--- config.mk ---
export PLATFORM = sky130hd
export DESIGN_NAME = lbtn_ctrl
export DESIGN_NICKNAME = d
export VERILOG_FILES = /design/src/rtl/lbtn_pkg.sv /design/src/rtl/lbtn_ctrl.sv
export SDC_FILE = /design/constraint.sdc
export NUM_CORES = 1
export LEC_CHECK = 0
export BUFFER_PORTS_ARGS = -buffer_cell sky130_fd_sc_hd__buf_4
export CAP_MARGIN = 25
export CORE_MARGIN = 1.5
export CORE_UTILIZATION = 31
export CTS_BUF_LIST = sky130_fd_sc_hd__clkbuf_8
export DETAILED_ROUTE_END_ITERATION = 10
export GPL_TIMING_DRIVEN = 0
export PLACE_DENSITY = 0.52
export SLEW_MARGIN = 20
export SYNTH_ARGS = -nofsm -noshare
export SYNTH_HDL_FRONTEND = slang
export SYNTH_SLANG_ARGS = --single-unit
--- constraint.sdc ---
create_clock -name i_clk -period 4.4 [get_ports i_clk]
set_input_delay 0.22 -clock i_clk [delete_from_list [all_inputs] [get_ports i_clk]]
set_output_delay 0.22 -clock i_clk [all_outputs]
set_load 0.1 [all_outputs]
--- src/rtl/lbtn_pkg.sv ---
// Shared types, codes and defaults for the level bucketed top-N keeper.
package lbtn_pkg;

    localparam int unsigned POOL_SIZE_DEF   = 64;
    localparam int unsigned LEVEL_SLOTS_DEF = 64;
    localparam int unsigned SCORE_BITS_DEF  = 32;

    localparam int unsigned IN_DATA_W  = 72;
    localparam int unsigned IN_USER_W  = 2;
    localparam int unsigned OUT_DATA_W = 48;
    localparam int unsigned OUT_USER_W = 3;

    localparam logic [1:0] MODE_SCORE = 2'd0;
    localparam logic [1:0] MODE_LEVEL = 2'd1;
    localparam logic [1:0] MODE_CLEAR = 2'd2;
    localparam logic [1:0] MODE_READ  = 2'd3;

    localparam logic [1:0] CFG_KEEP   = 2'd0;
    localparam logic [1:0] CFG_LEVELS = 2'd1;
    localparam logic [1:0] CFG_WIDTH  = 2'd2;

    typedef logic [4:0] t_op;

    localparam t_op OP_NONE     = 5'd0;
    localparam t_op OP_LOAD     = 5'd1;
    localparam t_op OP_DIV      = 5'd2;
    localparam t_op OP_LVL      = 5'd3;
    localparam t_op OP_FILL     = 5'd4;
    localparam t_op OP_EVRD     = 5'd5;
    localparam t_op OP_EVICT    = 5'd6;
    localparam t_op OP_EVICT2   = 5'd7;
    localparam t_op OP_CLAMP    = 5'd8;
    localparam t_op OP_ADV      = 5'd9;
    localparam t_op OP_MUL      = 5'd10;
    localparam t_op OP_BASE     = 5'd11;
    localparam t_op OP_CLEAR    = 5'd12;
    localparam t_op OP_RES_INS  = 5'd13;
    localparam t_op OP_RES_CLR  = 5'd14;
    localparam t_op OP_RD_START = 5'd15;
    localparam t_op OP_RD_HEAD  = 5'd16;
    localparam t_op OP_RD_NEXTL = 5'd17;
    localparam t_op OP_RD_NODE  = 5'd18;
    localparam t_op OP_RD_EMIT  = 5'd19;
    localparam t_op OP_RD_END   = 5'd20;

    typedef struct packed {
        t_op op;
    } t_cmd;

    typedef struct packed {
        logic [1:0] mode;
        logic       div_last;
        logic       drop;
        logic       below_cap;
        logic       can_evict;
        logic       ok_low;
        logic       walk;
        logic       ok_rl;
        logic       rl_lt_top;
        logic       node_next_ok;
        logic       pend_valid;
        logic       out_free;
    } t_stat;

endpackage

--- src/rtl/lbtn_ctrl.sv ---
// Sequencer that steps the keeper datapath through insert, clear and readout.
module lbtn_ctrl (
    input  logic             i_clk,
    input  logic             i_rst_n,
    input  logic             i_in_valid,
    output logic             o_in_ready,
    input  lbtn_pkg::t_stat  i_stat,
    output lbtn_pkg::t_cmd   o_cmd
);

    localparam logic [4:0] S_IDLE    = 5'd0;
    localparam logic [4:0] S_DISP    = 5'd1;
    localparam logic [4:0] S_DIV     = 5'd2;
    localparam logic [4:0] S_LVL     = 5'd3;
    localparam logic [4:0] S_DEC     = 5'd4;
    localparam logic [4:0] S_FILLCHK = 5'd5;
    localparam logic [4:0] S_EVICT   = 5'd6;
    localparam logic [4:0] S_EVICT2  = 5'd7;
    localparam logic [4:0] S_CLAMP   = 5'd8;
    localparam logic [4:0] S_ADVCHK  = 5'd9;
    localparam logic [4:0] S_WALK    = 5'd10;
    localparam logic [4:0] S_BASE    = 5'd11;
    localparam logic [4:0] S_RES     = 5'd12;
    localparam logic [4:0] S_CLR     = 5'd13;
    localparam logic [4:0] S_RDHEAD  = 5'd14;
    localparam logic [4:0] S_RDHCHK  = 5'd15;
    localparam logic [4:0] S_RDEMIT  = 5'd16;
    localparam logic [4:0] S_RDNEXT  = 5'd17;
    localparam logic [4:0] S_RDEND   = 5'd18;

    logic [4:0] r_state;
    logic [4:0] n_state;

    assign o_in_ready = (r_state == S_IDLE);

    always_comb begin
        n_state  = r_state;
        o_cmd.op = lbtn_pkg::OP_NONE;
        unique case (r_state)
            S_IDLE: begin
                if (i_in_valid) begin
                    o_cmd.op = lbtn_pkg::OP_LOAD;
                    n_state  = S_DISP;
                end
            end
            S_DISP: begin
                unique case (i_stat.mode)
                    lbtn_pkg::MODE_SCORE: n_state = S_DIV;
                    lbtn_pkg::MODE_LEVEL: n_state = S_LVL;
                    lbtn_pkg::MODE_CLEAR: begin
                        o_cmd.op = lbtn_pkg::OP_CLEAR;
                        n_state  = S_CLR;
                    end
                    default: begin
                        o_cmd.op = lbtn_pkg::OP_RD_START;
                        n_state  = S_RDHEAD;
                    end
                endcase
            end
            S_DIV: begin
                o_cmd.op = lbtn_pkg::OP_DIV;
                if (i_stat.div_last) n_state = S_LVL;
            end
            S_LVL: begin
                o_cmd.op = lbtn_pkg::OP_LVL;
                n_state  = S_DEC;
            end
            S_DEC: begin
                priority if (i_stat.drop) begin
                    n_state = S_RES;
                end else if (i_stat.below_cap) begin
                    o_cmd.op = lbtn_pkg::OP_FILL;
                    n_state  = S_FILLCHK;
                end else if (i_stat.can_evict) begin
                    o_cmd.op = lbtn_pkg::OP_EVRD;
                    n_state  = S_EVICT;
                end else begin
                    n_state = S_RES;
                end
            end
            S_FILLCHK: n_state = i_stat.below_cap ? S_RES : S_CLAMP;
            S_EVICT: begin
                o_cmd.op = lbtn_pkg::OP_EVICT;
                n_state  = S_EVICT2;
            end
            S_EVICT2: begin
                o_cmd.op = lbtn_pkg::OP_EVICT2;
                n_state  = S_CLAMP;
            end
            S_CLAMP: begin
                o_cmd.op = lbtn_pkg::OP_CLAMP;
                n_state  = S_ADVCHK;
            end
            S_ADVCHK: n_state = i_stat.ok_low ? S_RES : S_WALK;
            S_WALK: begin
                if (i_stat.walk) begin
                    o_cmd.op = lbtn_pkg::OP_ADV;
                end else begin
                    o_cmd.op = lbtn_pkg::OP_MUL;
                    n_state  = S_BASE;
                end
            end
            S_BASE: begin
                o_cmd.op = lbtn_pkg::OP_BASE;
                n_state  = S_RES;
            end
            S_RES: begin
                if (i_stat.out_free) begin
                    o_cmd.op = lbtn_pkg::OP_RES_INS;
                    n_state  = S_IDLE;
                end
            end
            S_CLR: begin
                if (i_stat.out_free) begin
                    o_cmd.op = lbtn_pkg::OP_RES_CLR;
                    n_state  = S_IDLE;
                end
            end
            S_RDHEAD: begin
                o_cmd.op = lbtn_pkg::OP_RD_HEAD;
                n_state  = S_RDHCHK;
            end
            S_RDHCHK: begin
                if (i_stat.ok_rl) begin
                    o_cmd.op = lbtn_pkg::OP_RD_NODE;
                    n_state  = S_RDEMIT;
                end else begin
                    n_state = S_RDNEXT;
                end
            end
            S_RDEMIT: begin
                // hold while the previous value still waits for the output slot
                if (!i_stat.pend_valid || i_stat.out_free) begin
                    o_cmd.op = lbtn_pkg::OP_RD_EMIT;
                    if (!i_stat.node_next_ok) n_state = S_RDNEXT;
                end
            end
            S_RDNEXT: begin
                if (i_stat.rl_lt_top) begin
                    o_cmd.op = lbtn_pkg::OP_RD_NEXTL;
                    n_state  = S_RDHEAD;
                end else begin
                    n_state = S_RDEND;
                end
            end
            S_RDEND: begin
                if (i_stat.out_free) begin
                    o_cmd.op = lbtn_pkg::OP_RD_END;
                    n_state  = S_IDLE;
                end
            end
            default: n_state = S_IDLE;
        endcase
    end

    always_ff @(posedge i_clk) begin
        if (!i_rst_n) begin
            r_state <= S_IDLE;
        end else begin
            r_state <= n_state;
        end
    end

endmodule

; ---- After elaboration in Yosys (flattened, before gate mapping)
; Cells that the tools add are included.
[op_classes]
n_reduce_logical = 7
n_eq_ne = 26
mux = 28
[ops]
columns = cell, count
row1 = $pmux 5 s17, 2
row2 = $mux 5, 11
row3 = $eq 5x4->1 const B, 8
row4 = $eq 5x3->1 const B, 4
row5 = $mux 4, 5
row6 = $eq 5x5->1 const B, 3
row7 = $mux 3, 5
row8 = $pmux 4 s3, 1
row9 = $eq 5x2->1 const B, 2
row10 = $ne 2x2->1 const B, 5
row11 = $pmux 4 s2, 1
row12 = $reduce_and 6->1, 1
row13 = $eq 5x1->1 const B, 1
row14 = $logic_not 5->1, 1
row15 = $reduce_or 3->1, 1
row16 = $eq 2x1->1 const B, 1
row17 = $eq 2x2->1 const B, 1
row18 = $logic_not 2->1, 1
row19 = $mux 1, 2
row20 = $mux 2, 1
row21 = $ne 2x1->1 const B, 1
row22 = $reduce_or 2->1, 1
row23 = $logic_not 1->1, 1
row24 = $logic_or 1x1->1, 1
[totals]
inputBits = 16
output_inout_bits = 6
register_bits = 5
elab_cells = 62

; ---- Depth between registers and ports, before layout
; Gate-level depths: netlist of run 1.
[depth]
word_depth = 4
mapped_depth = 7
mapped_depth_nobuf = 7

; ---- Worst setup path before layout of run 1
; Ideal clock, no wire load.
[synth_path]
path_type = reg2out
from = register r_state[2]
to = output port o_cmd[1] (netlist bit)
path_stages_with_launch = 7
required_time_ns = 4.180
path_slack_ns = 1.464
n_path_buf = 2
arrival_ns = 2.716
cell_sequence = dfxtp_1 > buf_2 > buf_1 > nand3_1 > o311ai_0 > a21oi_1 > o221ai_1
[synth_lines]
columns = element, line
row1 = from (decl), lbtn_ctrl.sv:31  ; logic [4:0] r_state;
row2 = from (signal assigned), lbtn_ctrl.sv:160  ; r_state <= n_state;
row3 = to (decl), lbtn_ctrl.sv:8  ; output lbtn_pkg::t_cmd o_cmd

==> impl_metrics.ini, run 1 <==
[run_status]
status = finished, final reports clean

[layout]
largestRegisters = r_state x5
largest_reg_flops = 5
multi_input_area_um2 = 671
nets = 168
diodes = 0
register_area_um2 = 100
mostFrequentLayoutCells = 21 x buf_4, 12 x nand2_1, 12 x o21ai_0
nFillCells = 278
layout_commonest_cell = buf_4
final_layout_size_suffix_gt1_share_pct = 23.0
regMostFlops = r_state
area_growth_syn_to_layout_pct = 28.7

[die]
core_um2 = 2520
fp.dieW_um = 55.0
rows = 18
die_y_um = 55.0
dieArea_um2 = 3020
start_util_pct = 33.2
io_pins = 22

[global_routing]
grt_pass1_vias = 973
grt_use_met2_pct = 34.7
grt_max_degree = 11
globalRouteOverflowTotal = 0
grt_use_met3_pct = 4.30
grt_busiest_layer = met2
grt_pass1_wl_mm = 4.64
antenna_found_initial = 0
met1_usage_pct = 29.5
grt.total_usage_pct = 21.4

[placement]
gp_congestion = 0.881
place_ws_ns = 2.19
port_buffers = 21
dpl.hpwl_mm = 2.10

[timing]
tightest_slew_ns = 0.516
finalSetupViolations = 0
skew_ns = 0.00137
min_period_over_period_pct = 56.4
fin_ws_ns = 1.92
rsz0062_at_grt = false
setup_tns_ns = 0
slew_headroom_pct = 65.5
hold_violations = 0
hold_slack_ns = 0.296
slew_violations = 0
max_freq_mhz = 403
final.min_clock_period_ns = 2.48

[critical_path]
crit_slowest_cell = buf_1
rrSetupSlack_ns = 2.51
r2r_start = r_state[4]$_SDFFE_PN0P_
endpoint = o_cmd[2]
crit_path_start_kind = register
cp.required_ns = 4.18
end_kind = primary output
crit_fanout = 10
worstReg2RegEnd = r_state[3]$_SDFFE_PN0P_
cp_cell_sequence = clkbuf_1 -> buf_1 -> a31oi_1 -> or3_1 -> nand3_1 -> buf_4
reg2reg_depth = 6
max_stage_delay_ns = 0.44
worstSetupPathType = register to primary output
worstSetupStartpoint = r_state[4]$_SDFFE_PN0P_
cp.arrival_ns = 2.26

[worst_hold_path]
min_path_type = input pin to register
min_path_cells = 3

[cts]
cts_setup_buffers = 0
hold_buffers = 0
clk_pin_slew_worst_paths_ns = 0.04
worst_skew_pair.late_latency_ns = 0.22
root_buffer = clkbuf_8
cts_resized = 0
cts_buffers = 3
htreeDepth = 1
cts_tree = done
clk_path_buf_depth = 2
cts_sinks = 5

[route]
num_vias = 1033
routed_wl_mm = 2.84
ant_nets = 0
drtPass1Iterations = 4
routedWlPerCell_um = 16.0
via_per_inst = 5.80
dr.first_iter.drc_count = 42
route.detailed.drc = 0

[power]
p_int_uw = 306
seqPwrFrac_pct = 9.1
p_clk_share_pct = 10.1
p_per_area_nw_per_um2 = 774
p_sw_uw = 528
ir_worst_vdd_uv = 519
switching_share_pct = 63.3
p_leak_nw = 0.446
comb_power_share_pct = 80.8

[synth]
yosysWarnings = 0
yosysTopAreaCellShare_pct = 12.0
syn-instance-count = 123
synthTopCellsByArea = dfxtp_1 12%, o21ai_0 7.2%, mux2i_1 6.0%, nand3_1 6.0%, nand2_1 5.4%
syn_area_um2 = 837
ys_async_sr_fraction_pct = 0
synth_seq_cells = 5
syn-mean-instance-area_um2 = 6.81
synth_top_area_cell = dfxtp_1
synth-edff-count = 0
seq_area_frac_synth_pct = 12.0
synth_ff_type = dfxtp_1
synth_cell_type_count = 42
syn_nets = 142

[job]
maxCapViolations = 0
[worst max-delay path: cells and delay by family (launching register included)]
kind | cells | cell delay, ns
buffers and inverters | 3 | 1.14
AND/OR/NAND/NOR | 2 | 0.42
AO/OA/AOI/OAI | 1 | 0.13
flip-flops | 1 | 0.35
[power by group through the flow]
stage	clock [mW]	sequential, mW	combinational (mW)
floorplan	0	0.0715	0.524
global placement	0	0.0757	0.667
detailed placement	0	0.0762	0.668
CTS	0.0856	0.0755	0.670
global route	0.0896	0.0778	0.721
finish	0.0843	0.0757	0.673
[metrics by stage]
step	cells	power [mW]	cell area, um2	util [%]
after global placement	174	0.743	1030	40.9
after detailed placement	174	0.744	1030	40.9
after CTS	178	0.832	1080	42.7
after global routing	178	0.888	1080	42.7
after floorplan	123	0.596	837	-
final	178	0.834	1080	42.7
[cells in the mapped netlist, types with 2 or more instances]
cell type,instances
nand2_1,12
o21ai_0,12
nand3_1,10
nor2_1,10
clkbuf_1,6
a21oi_1,5
dfxtp_1,5
mux2i_1,5
a31oi_1,4
inv_1,4
nor2b_1,4
ha_1,3
nor3_1,3
nor3b_1,3
and3_1,2
buf_1,2
buf_2,2
nand2b_1,2
nand4_1,2
nor4_1,2
o2111ai_1,2
o211ai_1,2
o21a_1,2
[logic make-up after synthesis]
logic type | synth area share (%)
AND/OR/NAND/NOR | 36.5
adder cells (fa/ha/maj) | 4.48
flip-flops | 12.0
multiplexers | 5.98
AO/OA/AOI/OAI | 33.2
buffers and inverters | 7.92
[worst min path at each step]
stage / startpoint / slack, ns / endpoint
detailed placement: i_rst_n / 0.52 / r_state[4]$_SDFFE_PN0P_
finish: i_rst_n / 0.30 / r_state[3]$_SDFFE_PN0P_
global placement: i_rst_n / 0.51 / r_state[4]$_SDFFE_PN0P_
global route: i_rst_n / 0.30 / r_state[3]$_SDFFE_PN0P_
CTS: i_rst_n / 0.29 / r_state[3]$_SDFFE_PN0P_
floorplan: i_rst_n / 0.35 / r_state[2]$_SDFFE_PN0P_
[final cells by class]
type / instances / area share [%]
Buffer: 11 / 4.76
Multi-Input combinational cell: 103 / 62.3
Timing Repair Buffer: 21 / 14.6
Clock buffer: 3 / 3.83
Inverter: 4 / 1.39
Clock inverter: 1 / 0.348
Sequential cell: 5 / 9.29
Tap cell: 30 / 3.48
[metal layers]
| metal | vias up | wire (um) |
|---|---|---|
| met4 | 0 | 10 |
| met5 | - | 0 |
| met1 | 475 | 1310 |
| met2 | 42 | 1310 |
| li1 | 513 | - |
| met3 | 3 | 212 |
Note: power is estimated with default switching activity, not from simulation.
==> inputs of run 2 (changes only) <==
PLACE_DENSITY = 0.54   (was 0.52)
clock period = 2.2 ns   (was 4.4 ns; I/O delays follow)
==> impl_metrics.ini, run 2 (synthesis results as in run 1) <==
[run_status]
status = finished, final reports clean

[layout]
final_layout_size_suffix_gt1_share_pct = 27.7
regMostFlops = r_state
nFillCells = 282
diodes = 0
layout_commonest_cell = buf_4
largestRegisters = r_state x5
nets = 168
largest_reg_flops = 5
area_growth_syn_to_layout_pct = 30.5
mostFrequentLayoutCells = 21 x buf_4, 12 x nand2_1, 12 x o21ai_0
stdcell_count = 178

[placement]
dpl.hpwl_mm = 2.09
gp_congestion = 0.879
port_buffers = 21
dp_cells = 174

[die]
io_pins = 22
rows = 18
start_util_pct = 33.2
core_um2 = 2520
dieArea_um2 = 3020
die_y_um = 55.0
fp.dieW_um = 55.0

[timing]
hold_slack_ns = 0.183
slew_headroom_pct = 63.1
min_period_over_period_pct = 95.6
hold_violations = 0
skew_ns = 0.00299
rsz0062_at_grt = false
max_freq_mhz = 476
setup_tns_ns = 0
final.min_clock_period_ns = 2.10
finalSetupViolations = 0
tightest_slew_ns = 0.553
slew_violations = 0

[global_routing]
grt_pass1_vias = 991
grt_use_met2_pct = 36.9
globalRouteOverflowTotal = 0
grt_busiest_layer = met2
grt_max_degree = 11
met1_usage_pct = 27.7
antenna_found_initial = 0
grt_use_met3_pct = 1.08
grt.total_usage_pct = 20.8
grt_pass1_wl_mm = 4.61

[route]
drtPass1Iterations = 4
dr.first_iter.drc_count = 35
ant_nets = 0
num_vias = 1048
routed_wl_mm = 2.80
route.detailed.drc = 0
routedWlPerCell_um = 15.7
via_per_inst = 5.89

[cts]
cts_buffers = 3
cts_tree = done
clk_path_buf_depth = 2
root_buffer = clkbuf_8
clk_pin_slew_worst_paths_ns = 0.04
worst_skew_pair.late_latency_ns = 0.22
htreeDepth = 1
cts_sinks = 5
cts_setup_buffers = 0

[critical_path]
cp.required_ns = 2.09
crit_fanout = 10
worstSetupPathType = register to primary output
cpLargestDelayFamily = simple AND/OR/NAND/NOR gates
end_kind = primary output
max_stage_delay_ns = 0.60
r2r_start = r_state[3]$_SDFFE_PN0P_
worstReg2RegEnd = r_state[0]$_SDFFE_PN0P_
reg2reg_depth = 6
critical_path_buf_inv_count = 2
crit_slowest_cell = or4_4
cp_cell_sequence = buf_6 -> or4_4 -> nor3b_2 -> o21ai_0 -> nand3_1 -> buf_4
rrSetupSlack_ns = 0.44
cp.arrival_ns = 1.99
crit_path_start_kind = register

[power]
ir_worst_vdd_uv = 909
power.total_mw = 1.68
p_per_area_nw_per_um2 = 1540
p_leak_nw = 0.466

[worst_hold_path]
min_path_type = input pin to register
hold_start = i_rst_n
min_to = r_state[4]$_SDFFE_PN0P_
min_path_cells = 3

[job]
maxCapViolations = 0
-- run 2: cell count changes in the layout (fill, tap and decap cells not counted) --
cell / change
clkbuf_1: -3
clkbuf_2: +3
buf_1: -2
buf_2: +2
nor2_1: -1
nor2_2: +1
o221ai_1: -1
o221ai_2: +1
-- run 2: repair_timing --
action                                  CTS  global route
gates resized for setup                   2             6
endpoints found under the hold margin     0             0
endpoints found under the setup margin    4             4
hold buffers                              0             0
-- run 2: layer usage --
layer / vias up / share of wire [%] / wire length (um)
li1: 511 / - / -
met5: - / 0 / 0
met1: 487 / 44 / 1240
met3: 2 / 8.0 / 224
met2: 48 / 47 / 1320
met4: 0 / 0.36 / 10
-- run 2: report_power, final --
part | internal [mW] | total (mW) | switching, mW
sequential | 0.123 | 0.150 | 0.0278
combinational | 0.383 | 1.37 | 0.984
clock | 0.119 | 0.160 | 0.0407
total | 0.625 | 1.68 | 1.05
-- run 2: worst reg2reg max path, stage by stage (launching register included) --
cell and delay [ns]:
dfxtp_1 0.29, buf_6 0.13, or4_4 0.60, nor3b_2 0.25, a22o_1 0.17, o21ai_0 0.09, mux2i_1 0.15
-- run 2: stage by stage --
step	worst slack, ns	instance area, um2	utilization, %
2_1_floorplan	-0.0125	846	-
3_3_place_gp	0.0477	1040	41.3
3_5_place_dp	0.102	1040	41.3
4_1_cts	0.000129	1090	43.2
5_1_grt	0.00632	1090	43.3
6_report	0.0976	1090	43.3
-- run 2: layout make-up --
| type | count | area (um2) | share of cell area [%] |
|---|---|---|---|
| Multi-Input combinational cell | 103 | 679 | 62.2 |
| Tap cell | 30 | 37.5 | 3.44 |
| Timing Repair Buffer | 21 | 158 | 14.4 |
| Clock inverter | 1 | 3.75 | 0.344 |
| Clock buffer | 3 | 41.3 | 3.78 |
| Sequential cell | 5 | 100 | 9.16 |
| Buffer | 11 | 57.6 | 5.27 |
| Inverter | 4 | 15.0 | 1.37 |
-- run 2: worst max path at each step --
stage / start / endpoint / slack [ns] / depth (start not counted)
after floorplan: r_state[2]$_SDFFE_PN0P_ / o_cmd[1] / -0.01 / 6
after global placement: r_state[4]$_SDFFE_PN0P_ / o_cmd[2] / 0.05 / 6
after detailed placement: r_state[4]$_SDFFE_PN0P_ / o_cmd[2] / 0.10 / 6
after CTS: r_state[4]$_SDFFE_PN0P_ / o_cmd[2] / 0.0001 / 6
after global routing: r_state[1]$_SDFFE_PN0P_ / o_cmd[0] / 0.006 / 7
final: r_state[3]$_SDFFE_PN0P_ / o_cmd[2] / 0.1 / 6
